<file path="src/hw/rtl/csm_pkg.sv">
// Shared types and constants for the canard servo mixer with fin smoothing.
package csm_pkg;

  // Fixed-point formats.
  localparam int unsigned ANGLE_FRAC_BITS = 8;
  localparam int unsigned ALPHA_FRAC_BITS = 16;
  localparam int unsigned IN_W            = 17;
  localparam int unsigned ANGLE_W         = 16;
  localparam int unsigned ALPHA_W         = 17;
  localparam int unsigned DEFL_W          = 7;
  localparam int unsigned PULSE_W         = 12;
  localparam int unsigned NUM_FINS        = 4;
  localparam int unsigned FIN_W           = 2;
  localparam int unsigned BIT_CNT_W       = 5;

  // Angles and limits.
  localparam logic [DEFL_W-1:0]  DEFL_LIMIT_DEG = DEFL_W'(90);
  localparam logic [DEFL_W-1:0]  DEFL_RESET     = DEFL_W'(45);
  localparam logic [ANGLE_W-1:0] CENTER_ANGLE   = ANGLE_W'(90 << ANGLE_FRAC_BITS);
  localparam logic [ANGLE_W-1:0] FULL_ANGLE     = ANGLE_W'(180 << ANGLE_FRAC_BITS);

  // Filter weight.
  localparam logic [ALPHA_W-1:0]   ALPHA_ONE   = ALPHA_W'(1 << ALPHA_FRAC_BITS);
  localparam logic [ALPHA_W-1:0]   ALPHA_RESET = ALPHA_W'(19661);
  localparam logic [BIT_CNT_W-1:0] ALPHA_LAST  = BIT_CNT_W'(ALPHA_W - 1);

  // Pulse scaling: pulse = 500 + floor(angle * 2000 / 46080)
  //                      = 500 + floor(floor(angle * 25 / 64) / 9).
  // The divide by nine is a reciprocal multiply, exact for the range in use.
  localparam int unsigned        SCALE_SHIFT = 6;
  localparam int unsigned        Y_W         = 15;
  localparam logic [12:0]        RECIP_NINE  = 13'd7282;
  localparam int unsigned        RECIP_SHIFT = 16;
  localparam logic [PULSE_W-1:0] PULSE_MIN   = PULSE_W'(500);
  localparam logic [PULSE_W-1:0] PULSE_MAX   = PULSE_W'(2500);

  // Register indexes on the configuration port.
  localparam logic REG_MAX_DEFLECTION = 1'b0;
  localparam logic REG_FILTER_ALPHA   = 1'b1;

  // Sequencer states.
  typedef enum logic [5:0] {
    ST_IDLE  = 6'b000001,
    ST_MUL   = 6'b000010,
    ST_UPD   = 6'b000100,
    ST_SCALE = 6'b001000,
    ST_PULSE = 6'b010000,
    ST_FIN   = 6'b100000
  } state_e;

  typedef logic [ANGLE_W-1:0] angle_t;
  typedef logic [PULSE_W-1:0] pulse_t;

endpackage

</file>
<file path="src/hw/rtl/canard_servo_mixer_lpf_core.sv">
// Top level of the canard servo mixer with per-fin first-order smoothing.
//
// Usage: the input channel carries one pitch and one roll correction (signed
// degrees with eight fraction bits) per transfer. Each is clamped to plus or
// minus the configured deflection limit and mirrored about 90 degrees into four
// fin targets, which pass through their own low-pass filters. The result
// channel carries one transfer of four servo pulse compare values per input.
// An input transfer is taken only while the sequencer is idle; the four fins
// are then processed one after another. Each fin runs through the
// bit-serial multiplier (one bit of the filter weight per cycle), then the
// state update and the two pulse scaling steps (ST_UPD, ST_SCALE, ST_PULSE);
// after the last fin ST_FIN hands the result over and the sequencer returns
// to idle, so a new item is taken only once the previous one is through.
// The result sits in an output register, so the next item is accepted
// while a finished result still waits; if the receiver stalls for longer, the
// sequencer holds its finished result until the output register is free.
// Reset sets the deflection limit to 45 degrees, the weight to 19661/65536 and
// all four filter states to 90 degrees, and leaves no result pending.
// Configuration writes are taken in any cycle and should be made while idle.
module canard_servo_mixer_lpf_core (
  input  logic                                  clk_i,
  input  logic                                  rst_ni,
  // configuration write port
  input  logic                                  cfg_we_i,
  input  logic                                  cfg_idx_i,
  input  logic [csm_pkg::ALPHA_W-1:0]           cfg_wdata_i,
  // input channel
  input  logic                                  in_valid_i,
  output logic                                  in_stall_o,
  input  logic signed [csm_pkg::IN_W-1:0]       pitch_angle_i,
  input  logic signed [csm_pkg::IN_W-1:0]       roll_angle_i,
  // result channel
  output logic                                  out_valid_o,
  input  logic                                  out_stall_i,
  output logic [csm_pkg::PULSE_W-1:0]           pulse_pitch_minus_o,
  output logic [csm_pkg::PULSE_W-1:0]           pulse_roll_minus_o,
  output logic [csm_pkg::PULSE_W-1:0]           pulse_pitch_plus_o,
  output logic [csm_pkg::PULSE_W-1:0]           pulse_roll_plus_o
);

  // Configuration registers.
  logic [csm_pkg::DEFL_W-1:0]  max_defl_q;
  logic [csm_pkg::ALPHA_W-1:0] alpha_q;

  // Sequencer.
  csm_pkg::state_e               state_q, state_d;
  logic [csm_pkg::FIN_W-1:0]     fin_q, fin_d;
  logic [csm_pkg::BIT_CNT_W-1:0] bit_cnt_q, bit_cnt_d;

  // Per-fin storage: targets of the current item, filter states, pulses.
  csm_pkg::angle_t tgt_q   [csm_pkg::NUM_FINS];
  csm_pkg::angle_t angle_q [csm_pkg::NUM_FINS];
  csm_pkg::pulse_t pulse_q [csm_pkg::NUM_FINS];

  // Bit-serial multiplier: weight shift register and product halves.
  logic [csm_pkg::ALPHA_W-1:0] alpha_sr_q, alpha_sr_d;
  logic [17:0]                 hi_q, hi_d;
  logic [16:0]                 lo_q, lo_d;

  // Scaling register between the two pulse steps.
  logic [csm_pkg::Y_W-1:0] y_q, y_d;

  // Output register.
  logic            out_valid_q, out_valid_d;
  csm_pkg::pulse_t out_pulse_q [csm_pkg::NUM_FINS];

  logic in_xfer, out_free, load_out;

  assign in_xfer  = in_valid_i && (state_q == csm_pkg::ST_IDLE);
  assign out_free = !out_valid_q || !out_stall_i;
  assign load_out = (state_q == csm_pkg::ST_FIN) && out_free;

  // ---------------------------------------------------------------------
  // Clamp and mirror. The limit saturates at 90 degrees.
  // ---------------------------------------------------------------------
  logic [csm_pkg::DEFL_W-1:0] lim_deg;
  logic signed [17:0]         lim_s, pitch_c, roll_c;
  logic signed [17:0]         tgt_s [csm_pkg::NUM_FINS];

  function automatic logic signed [17:0] clamp_angle(input logic signed [17:0] a,
                                                     input logic signed [17:0] lim);
    logic signed [17:0] r;
    r = a;
    if (a >= lim) begin
      r = lim;
    end else if (a <= -lim) begin
      r = -lim;
    end
    return r;
  endfunction

  always_comb begin
    lim_deg  = (max_defl_q > csm_pkg::DEFL_LIMIT_DEG) ? csm_pkg::DEFL_LIMIT_DEG : max_defl_q;
    lim_s    = $signed(18'(lim_deg) << csm_pkg::ANGLE_FRAC_BITS);
    pitch_c  = clamp_angle($signed({pitch_angle_i[csm_pkg::IN_W-1], pitch_angle_i}), lim_s);
    roll_c   = clamp_angle($signed({roll_angle_i[csm_pkg::IN_W-1], roll_angle_i}), lim_s);
    tgt_s[0] = $signed({2'b00, csm_pkg::CENTER_ANGLE}) - pitch_c;
    tgt_s[1] = $signed({2'b00, csm_pkg::CENTER_ANGLE}) - roll_c;
    tgt_s[2] = $signed({2'b00, csm_pkg::CENTER_ANGLE}) + pitch_c;
    tgt_s[3] = $signed({2'b00, csm_pkg::CENTER_ANGLE}) + roll_c;
  end

  // ---------------------------------------------------------------------
  // Filter datapath. The update is rewritten as
  //   new = old + floor((alpha * (target - old) + ONE/2) / ONE),
  // which equals the weighted sum rounded half up. The product is formed
  // one weight bit per cycle, shifting right so that the adder stays narrow.
  // ---------------------------------------------------------------------
  logic [csm_pkg::ALPHA_W-1:0] alpha_sat;
  logic signed [16:0]          diff;
  logic [18:0]                 addend, mul_sum;
  logic [17:0]                 lo_rnd;
  logic [19:0]                 delta;
  csm_pkg::angle_t             new_angle;
  logic [20:0]                 ang25;
  logic [27:0]                 recip_prod;
  logic [12:0]                 pulse_sum;
  csm_pkg::pulse_t             pulse_val;

  always_comb begin
    alpha_sat  = (alpha_q > csm_pkg::ALPHA_ONE) ? csm_pkg::ALPHA_ONE : alpha_q;
    diff       = $signed({1'b0, tgt_q[fin_q]}) - $signed({1'b0, angle_q[fin_q]});
    addend     = alpha_sr_q[0] ? {{2{diff[16]}}, diff} : '0;
    mul_sum    = {hi_q[17], hi_q} + addend;
    // Rounding: the low 17 product bits plus one half decide the carry.
    lo_rnd     = {1'b0, lo_q} + 18'h08000;
    delta      = {hi_q[17], hi_q, 1'b0} + {18'b0, lo_rnd[17:16]};
    new_angle  = angle_q[fin_q] + delta[csm_pkg::ANGLE_W-1:0];
    // angle * 25 by shifts and adds, then the divide by 64.
    ang25      = (21'(angle_q[fin_q]) << 4) + (21'(angle_q[fin_q]) << 3)
               + 21'(angle_q[fin_q]);
    y_d        = ang25[csm_pkg::SCALE_SHIFT +: csm_pkg::Y_W];
    recip_prod = {13'b0, y_q} * {15'b0, csm_pkg::RECIP_NINE};
    pulse_sum  = {1'b0, csm_pkg::PULSE_MIN}
               + {1'b0, recip_prod[csm_pkg::RECIP_SHIFT +: csm_pkg::PULSE_W]};
    pulse_val  = (pulse_sum > {1'b0, csm_pkg::PULSE_MAX}) ? csm_pkg::PULSE_MAX
               : pulse_sum[csm_pkg::PULSE_W-1:0];
  end

  // ---------------------------------------------------------------------
  // Sequencer.
  // ---------------------------------------------------------------------
  always_comb begin
    state_d    = state_q;
    fin_d      = fin_q;
    bit_cnt_d  = bit_cnt_q;
    alpha_sr_d = alpha_sr_q;
    hi_d       = hi_q;
    lo_d       = lo_q;
    unique case (state_q)
      csm_pkg::ST_IDLE: begin
        if (in_xfer) begin
          state_d    = csm_pkg::ST_MUL;
          fin_d      = '0;
          bit_cnt_d  = '0;
          alpha_sr_d = alpha_sat;
          hi_d       = '0;
          lo_d       = '0;
        end
      end
      csm_pkg::ST_MUL: begin
        hi_d       = mul_sum[18:1];
        lo_d       = {mul_sum[0], lo_q[16:1]};
        alpha_sr_d = alpha_sr_q >> 1;
        bit_cnt_d  = bit_cnt_q + 1'b1;
        if (bit_cnt_q == csm_pkg::ALPHA_LAST) begin
          state_d = csm_pkg::ST_UPD;
        end
      end
      csm_pkg::ST_UPD: begin
        state_d = csm_pkg::ST_SCALE;
      end
      csm_pkg::ST_SCALE: begin
        state_d = csm_pkg::ST_PULSE;
      end
      csm_pkg::ST_PULSE: begin
        if (fin_q == csm_pkg::FIN_W'(csm_pkg::NUM_FINS - 1)) begin
          state_d = csm_pkg::ST_FIN;
        end else begin
          state_d    = csm_pkg::ST_MUL;
          fin_d      = fin_q + 1'b1;
          bit_cnt_d  = '0;
          alpha_sr_d = alpha_sat;
          hi_d       = '0;
          lo_d       = '0;
        end
      end
      csm_pkg::ST_FIN: begin
        if (out_free) begin
          state_d = csm_pkg::ST_IDLE;
        end
      end
      default: begin
        state_d = csm_pkg::ST_IDLE;
      end
    endcase
  end

  always_comb begin
    out_valid_d = out_valid_q;
    if (load_out) begin
      out_valid_d = 1'b1;
    end else if (!out_stall_i) begin
      out_valid_d = 1'b0;
    end
  end

  // Control state and configuration.
  always_ff @(posedge clk_i or negedge rst_ni) begin
    if (!rst_ni) begin
      state_q     <= csm_pkg::ST_IDLE;
      fin_q       <= '0;
      bit_cnt_q   <= '0;
      out_valid_q <= 1'b0;
      max_defl_q  <= csm_pkg::DEFL_RESET;
      alpha_q     <= csm_pkg::ALPHA_RESET;
      for (int i = 0; i < csm_pkg::NUM_FINS; i++) begin
        angle_q[i] <= csm_pkg::CENTER_ANGLE;
      end
    end else begin
      state_q     <= state_d;
      fin_q       <= fin_d;
      bit_cnt_q   <= bit_cnt_d;
      out_valid_q <= out_valid_d;
      if (cfg_we_i) begin
        unique case (cfg_idx_i)
          csm_pkg::REG_MAX_DEFLECTION: max_defl_q <= cfg_wdata_i[csm_pkg::DEFL_W-1:0];
          csm_pkg::REG_FILTER_ALPHA:   alpha_q    <= cfg_wdata_i;
          default: ;
        endcase
      end
      if (state_q == csm_pkg::ST_UPD) begin
        angle_q[fin_q] <= new_angle;
      end
    end
  end

  // Payload registers.
  always_ff @(posedge clk_i) begin
    alpha_sr_q <= alpha_sr_d;
    hi_q       <= hi_d;
    lo_q       <= lo_d;
    if (in_xfer) begin
      for (int i = 0; i < csm_pkg::NUM_FINS; i++) begin
        tgt_q[i] <= tgt_s[i][csm_pkg::ANGLE_W-1:0];
      end
    end
    if (state_q == csm_pkg::ST_SCALE) begin
      y_q <= y_d;
    end
    if (state_q == csm_pkg::ST_PULSE) begin
      pulse_q[fin_q] <= pulse_val;
    end
    if (load_out) begin
      for (int i = 0; i < csm_pkg::NUM_FINS; i++) begin
        out_pulse_q[i] <= pulse_q[i];
      end
    end
  end

  assign in_stall_o          = (state_q != csm_pkg::ST_IDLE);
  assign out_valid_o         = out_valid_q;
  assign pulse_pitch_minus_o = out_pulse_q[0];
  assign pulse_roll_minus_o  = out_pulse_q[1];
  assign pulse_pitch_plus_o  = out_pulse_q[2];
  assign pulse_roll_plus_o   = out_pulse_q[3];

  // ---------------------------------------------------------------------
  // Assertions.
  // ---------------------------------------------------------------------
  // The filter states never leave 0..180 degrees.
  a_angle_range: assert property (@(posedge clk_i) disable iff (!rst_ni)
    angle_q[0] <= csm_pkg::FULL_ANGLE && angle_q[1] <= csm_pkg::FULL_ANGLE &&
    angle_q[2] <= csm_pkg::FULL_ANGLE && angle_q[3] <= csm_pkg::FULL_ANGLE)
    else $error("filter state out of range");

  // The multiplier leaves after exactly one pass over the weight bits.
  a_mul_len: assert property (@(posedge clk_i) disable iff (!rst_ni)
    (state_q == csm_pkg::ST_MUL) |-> (bit_cnt_q <= csm_pkg::ALPHA_LAST))
    else $error("multiplier ran past the last weight bit");

  // A held result is never overwritten; the pitch-minus and roll-plus pulses are checked.
  a_no_overwrite: assert property (@(posedge clk_i) disable iff (!rst_ni)
    (out_valid_q && out_stall_i) |=> (out_valid_q && $stable(out_pulse_q[0])
      && $stable(out_pulse_q[3])))
    else $error("held result was overwritten");

  // The delivered roll-minus and pitch-plus pulses lie within the servo range.
  a_pulse_range: assert property (@(posedge clk_i) disable iff (!rst_ni)
    out_valid_q |-> (out_pulse_q[1] >= csm_pkg::PULSE_MIN &&
                     out_pulse_q[1] <= csm_pkg::PULSE_MAX &&
                     out_pulse_q[2] >= csm_pkg::PULSE_MIN &&
                     out_pulse_q[2] <= csm_pkg::PULSE_MAX))
    else $error("pulse out of servo range");

endmodule

</file>
<file path="config.mk">
export PLATFORM = sky130hd
export DESIGN_NAME = canard_servo_mixer_lpf_core
export DESIGN_NICKNAME = d
export VERILOG_FILES = /design/src/hw/rtl/csm_pkg.sv /design/src/hw/rtl/canard_servo_mixer_lpf_core.sv
export SDC_FILE = /design/constraint.sdc
export NUM_CORES = 1
export LEC_CHECK = 0
export BUFFER_PORTS_ARGS = -buffer_cell sky130_fd_sc_hd__buf_2
export CAP_MARGIN = 20
export CORE_AREA = 3 3 371 227
export DETAILED_ROUTE_END_ITERATION = 10
export DIE_AREA = 0 0 374 230
export PLACE_DENSITY = 0.44
export SYNTH_ARGS = -nofsm -noshare
export SYNTH_HDL_FRONTEND = slang
export SYNTH_SLANG_ARGS = --single-unit
</file>
<file path="constraint.sdc">
create_clock -name clk_i -period 6.05 [get_ports clk_i]
set_input_delay 0.3025 -clock clk_i [delete_from_list [all_inputs] [get_ports clk_i]]
set_output_delay 0.3025 -clock clk_i [all_outputs]
set_load 0.03 [all_outputs]
</file>
==> results of run 1 <==
## Yosys cell counts (13+ instances only)
cell type	instances
nand2_1	102
nor4_1	15
and2_1	34
fa_1	57
mux4_2	31
dfrtp_1	73
xor2_1	48
a21o_1	14
ha_1	212
xnor2_1	44
nand2b_1	15
nor3_1	34
mux2_2	87
edfxtp_1	210
nor2_1	86
a22o_1	14
o21ai_0	64
o21a_1	15
nand4_1	13
nand3_1	19
dfstp_2	29
clkbuf_1	31
inv_1	174
a21oi_1	63
mux2i_1	18
and3_1	18
## cell families (layout without fill, tap and decap cells)
group	count (synthesis)	count (layout)	share of synthesized area
compound gates	279	279	0.0934
flops	312	312	0.441
xor+xnor	93	93	0.0410
mux	136	136	0.0921
buf+inv	212	499	0.0400
fa+ha+maj	270	270	0.188
simple gates	409	409	0.104
## timing repair
item | CTS | global route
endpoints found under the hold margin | 43 | 0
buffers inserted | 19 | 7
setup endpoints to repair | 48 | 54
pin swaps | 41 | 20
hold buffers | 18 | 0
gates resized for setup | 58 | 31
## metal layers
layer  track usage  up-vias
met2         0.153      204
met3        0.0206       39
met4        0.0212        0
met5             0        -
li1              -     6747
met1         0.191     6764
## tightest hold or removal path, cell delays in order
cell     delay, ns
buf_2         0.12
nand2_1       0.08
nand2_1       0.07
## worst paths after layout
kind | depth (start not counted) | startpoint | slack, ns | end
worst max-delay path | 23 | y_q[9]$_DFFE_PN_ | -0.18 | pulse_q[2][0]$_DFFE_PP_
worst min-delay path | 3 | out_stall_i | 0.07 | out_valid_o$_DFFE_PN0P_
worst max register to register | 23 | y_q[9]$_DFFE_PN_ | -0.18 | pulse_q[2][0]$_DFFE_PP_
worst min register to register | 0 | pulse_q[3][9]$_DFFE_PP_ | 0.42 | out_pulse_q[3][9]$_DFFE_PP_
max in group asynchronous | 3 | rst_ni | 4.42 | fin_q[0]$_DFFE_PN0P_
min in group asynchronous | 2 | rst_ni | 0.24 | max_defl_q[1]$_DFFE_PN0P_
## metrics by stage
step,instances,hold slack [ns],instance area [µm²]
5_1_grt,3077,0.0714,24800
4_1_cts,3070,0.0145,24600
3_5_place_dp,2972,0.285,22900
6_report,3077,0.0719,24800
3_3_place_gp,2972,0.273,22900
2_1_floorplan,1711,0.00691,20300
## sequential cells by signal, indices dropped and copies added (netlist names)
name and count:
alpha_q 17, alpha_sr_q 17, angle_q 64, bit_cnt_q 5, fin_q 2, hi_q 18, lo_q 2, max_defl_q 7
out_pulse_q 48, out_valid_o 1, pulse_q 48, state_q 6, tgt_q 62, y_q 15
## cell type report
cell class / count / area (µm²)
fill: 8261 / 56100
inverter: 175 / 657
multi-input combinational: 1187 / 11000
clock buffer: 47 / 1000
sequential: 312 / 8900
clock inverter: 14 / 155
tap: 1079 / 1350
timing repair buffer: 263 / 1800
## power by group through the flow
stage               sequential [µW]  clock (µW)  combinational, µW
global placement               2920           0               2320
global route                   2920        2350               2710
detailed placement             2920           0               2370
floorplan                      2840           0               1730
CTS                            2880        2280               2390
finish                         2880        2190               2380
==> flow_summary.json, run 1 <==
{
  "status": "finished, violations left",
  "violations": "setup timing",
  "critPathBufInv": 7,
  "die_w_um": 374,
  "crit_path_top_delay_cell": "fa_1",
  "max_slew_margin": 0.277,
  "dr.pass1.iters": 5,
  "hold_class": "in -> reg",
  "dr_total_vias": 13800,
  "switching_power_uw": 2460,
  "cts_tree": "yes",
  "place_hpwl_um": 39300,
  "synth_edf_count": 210,
  "nets": 2299,
  "synth_fp_nets": 2037,
  "grt_max_degree": 69,
  "grt_pass1_vias": 13800,
  "yosys_warnings": 0,
  "rows": 81,
  "final_antenna_net_count": 0,
  "synth_area_mm2": 0.0202,
  "swShare": 0.330,
  "fin_tns_setup_ns": -3.44,
  "period_needed_ns": 6.23,
  "crit_arrival_ns": 6.58,
  "grt.total_usage": 0.116,
  "synth_ff_type": "edfxtp_1",
  "m1WireLength_um": 28400,
  "p_comb_frac": 0.319,
  "synth-seq-area-share": 0.441,
  "synth_seq_cells": 312,
  "port-buffer-count": 106,
  "clock_sinks": 312,
  "endpoint_kind": "register",
  "top_layer": "met4",
  "fmax_mhz": 161,
  "routed_wl_um": 50400,
  "grt_overflow": 0,
  "rsz0062_at_grt": "yes",
  "viasPerCell": 4.47,
  "htree_levels": 2,
  "place_ws_ns": -0.421,
  "seqPwrFrac": 0.387,
  "clk_latency_ns": 0.56,
  "clk_path_buf_depth": 3,
  "clk_pin_slew_ns": 0.07,
  "path_class": "reg -> reg",
  "worst_pin_slew_ns": 1.08,
  "mostFrequentLayoutCells": "210 x edfxtp_1, 199 x ha_1, 155 x inv_1",
  "synth_top_area_frac": 0.313,
  "postSynthCellCount": 1711,
  "grt_pass1_wl_um": 79900,
  "fin_skew_ns": 0.0426,
  "clkPwrFrac": 0.294,
  "hold_viol_final": 0,
  "p_int_uw": 4990,
  "finalCritPeriodShare": 1.03,
  "layout_commonest_cell": "edfxtp_1",
  "drv_slew": 0,
  "power_uw": 7450,
  "synth_top_area_cell": "edfxtp_1",
  "place_congestion": 0.842,
  "routedWlPerCell_um": 16.4,
  "die_h_um": 230,
  "post_synth.cell_area_avg_um2": 11.8,
  "cp_slowest_stage_delay_ns": 0.54,
  "dieArea_mm2": 0.0860,
  "yosys-top-cells-area": "edfxtp_1 31%, ha_1 13%, dfrtp_1 9.1%",
  "async_flop_share": 0.327,
  "cts_buffers": 34,
  "wl_met3_um": 2110,
  "post-route-util": 0.307,
  "io_pins": 107,
  "p_leak_uw": 0.0107,
  "path_max_fanout": 7,
  "drc": 0,
  "drive_above_1_share": 0.282,
  "syn_to_final_growth_pct": 23.1,
  "setup_ws_ns": -0.179,
  "ir_drop_uv": 165,
  "required_ns": 6.40,
  "powerDensity_mw_per_mm2": 300,
  "cp_top_family": "adder cells",
  "antenna_found_initial": 0,
  "yosysUniqueCellTypes": 88,
  "drt-initial-drc-count": 824,
  "path_cells": "buf_6, buf_12, fa_2, ha_4, inv_2, fa_1, inv_2, fa_1, inv_1, fa_1, inv_2, ha_4, a21oi_2, o21ai_2, a31o_2, o21a_1, or4_4, and2_4, or3_4, o211ai_1, o21a_4, buf_6, nor4bb_4",
  "setup_viol_count_final": 36,
  "coreArea_mm2": 0.0810,
  "root_buffer": "clkbuf_16",
  "met2_length_um": 19200,
  "startpoint_type": "register",
  "max_cap_violations": 0,
  "n_antenna_cell": 0,
  "initial_utilization": 0.249
}
Power figures use the tool's default switching activity.
==> inputs of run 2 (changes only) <==
--- a/config.mk
+++ b/config.mk
@@ -7,10 +7,10 @@
 export LEC_CHECK = 0
 export BUFFER_PORTS_ARGS = -buffer_cell sky130_fd_sc_hd__buf_2
 export CAP_MARGIN = 20
-export CORE_AREA = 3 3 371 227
+export CORE_AREA = 3 3 287 176
 export DETAILED_ROUTE_END_ITERATION = 10
-export DIE_AREA = 0 0 374 230
-export PLACE_DENSITY = 0.44
+export DIE_AREA = 0 0 290 179
+export PLACE_DENSITY = 0.64
 export SYNTH_ARGS = -nofsm -noshare
 export SYNTH_HDL_FRONTEND = slang
 export SYNTH_SLANG_ARGS = --single-unit
==> flow_summary.json, run 2 (same netlist as run 1, synthesis figures left out) <==
{
  "drive_above_1_share": 0.279,
  "setup_ws_ns": -0.236,
  "place_ws_ns": -0.465,
  "mostFrequentLayoutCells": "210 x edfxtp_1, 199 x ha_1, 159 x inv_1",
  "htree_levels": 1,
  "status": "finished, violations left",
  "grt.busiest_layer": "met1",
  "violations": "setup timing",
  "fin_skew_ns": 0.0264,
  "path_class": "reg -> reg",
  "design_area_mm2": 0.0242,
  "clk_pin_slew_ns": 0.07,
  "grt_pass1_wl_um": 75200,
  "crit_arrival_ns": 6.67,
  "fillerInstances": 4175,
  "dp.cells": 2531,
  "finalCritPeriodShare": 1.04,
  "place_hpwl_um": 36900,
  "nets": 2294,
  "antenna_found_initial": 1,
  "required_ns": 6.43,
  "hold_class": "in -> reg",
  "grt.total_usage": 0.179,
  "n_antenna_cell": 0,
  "max_cap_violations": 0,
  "syn_to_final_growth_pct": 19.9,
  "die_w_um": 290,
  "powerDensity_mw_per_mm2": 292,
  "grt_overflow": 0,
  "startpoint_type": "register",
  "dr.pass1.iters": 5,
  "cts_buffers": 28,
  "grt_pass1_vias": 13500,
  "ir_drop_uv": 217,
  "drv_slew": 0,
  "fin_cells": 2630,
  "layout_commonest_cell": "edfxtp_1",
  "top_regs": "angle_q: 64 flops, tgt_q: 62 flops",
  "path_max_fanout": 4,
  "routedWlPerCell_um": 17.9,
  "clk_path_buf_depth": 3,
  "coreArea_mm2": 0.0478,
  "root_buffer": "clkbuf_16",
  "drc": 0,
  "grt.met1_usage": 0.298,
  "rsz0062_at_grt": "yes",
  "met2_usage": 0.246,
  "io_pins": 107,
  "period_needed_ns": 6.29,
  "rows": 62,
  "endpoint_kind": "register",
  "grt_max_degree": 63,
  "place_congestion": 0.900,
  "hold_viol_final": 0,
  "port-buffer-count": 106,
  "holdWs_ns": 0.0742,
  "initial_utilization": 0.422,
  "die_h_um": 179,
  "largest_register_ffs": 64,
  "met3_usage": 0.0305,
  "fmax_mhz": 159,
  "setup_viol_count_final": 40,
  "drt-initial-drc-count": 1032,
  "viasPerCell": 5.31,
  "dr_total_vias": 14000,
  "p_leak_uw": 0.0106,
  "cts_tree": "yes",
  "dieArea_mm2": 0.0519,
  "clk_latency_ns": 0.57,
  "max_slew_margin": 0.312,
  "placed_area_mm2": 0.0223,
  "top_register": "angle_q",
  "worst_pin_slew_ns": 1.03,
  "final_antenna_net_count": 0,
  "routed_wl_um": 47100,
  "clock_sinks": 312
}
-- run 2: cell count changes in the layout (fill, tap and decap cells not counted), sizes merged --
cell         change
clkbuf          -14
dlygate4sd3      +1
bufinv           -1
clkinv           +6
-- run 2: critical path, stage by stage, from the launching register on --
cell	delay, ns
edfxtp_1	0.41
buf_4	0.16
fa_1	0.50
ha_4	0.29
inv_1	0.04
fa_1	0.49
inv_1	0.06
fa_1	0.53
inv_1	0.05
fa_1	0.49
inv_2	0.05
ha_4	0.22
a21oi_2	0.18
o21ai_4	0.09
a31o_4	0.22
or3_4	0.38
and2_4	0.18
ha_4	0.16
inv_4	0.06
o31ai_4	0.07
buf_6	0.14
a221oi_4	0.19
nand4bb_1	0.16
mux2_4	0.31
o211a_1	0.21
a41o_1	0.23
nor3_4	0.24
-- run 2: area by class of cell --
cell class              instances  area (µm²)  area share
clock buffers                  33         751      0.0310
flip-flops and latches        312        8900       0.368
well taps                     640         801      0.0331
inverters                     175         662      0.0274
multi-input cells            1187       11100       0.457
repair buffers                264        1820      0.0751
clock inverters                19         200     0.00828
-- run 2: final timing paths --
path | cells past startpoint | endpoint | startpoint | slack [ns]
max | 26 | pulse_q[0][2]$_DFFE_PP_ | y_q[4]$_DFFE_PN_ | -0.24
max in group asynchronous | 3 | fin_q[0]$_DFFE_PN0P_ | rst_ni | 4.57
max reg2reg | 26 | pulse_q[0][2]$_DFFE_PP_ | y_q[4]$_DFFE_PN_ | -0.24
min | 2 | tgt_q[3][5]$_DFFE_PP_ | roll_angle_i[5] | 0.07
min in group asynchronous | 2 | alpha_q[9]$_DFFE_PN0P_ | rst_ni | 0.29
min reg2reg | 0 | out_pulse_q[1][10]$_DFFE_PP_ | pulse_q[1][10]$_DFFE_PP_ | 0.42
-- run 2: power by group --
group / internal, µW / leakage, µW / total (µW) / switching (µW)
combinational: 951 / 0.00692 / 2350 / 1400
sequential: 2720 / 0.00324 / 2870 / 149
clock: 995 / 0.000468 / 1830 / 840
total: 4670 / 0.0106 / 7050 / 2390
-- run 2: through the flow --
stage	power, µW	TNS, ns	util
2_1_floorplan	4580	0	-
3_3_place_gp	5130	-8.48	0.468
3_5_place_dp	5210	-16.69	0.468
4_1_cts	7080	-3.73	0.501
5_1_grt	7530	-17.09	0.506
6_report	7050	-6.74	0.506
-- run 2: metal layers --
layer / vias to the layer above / share of wire
met5: - / 0
li1: 6745 / -
met3: 43 / 0.053
met4: 0 / 0.0075
met1: 6863 / 0.54
met2: 317 / 0.40
-- run 2: what timing repair did --
action	4_1_cts	5_1_grt
hold endpoints to repair	42	0
endpoints found under the setup margin	48	50
cloned	0	0
buffers inserted	21	7
gates resized for setup	57	47
pin swaps	35	26
hold buffers	19	0
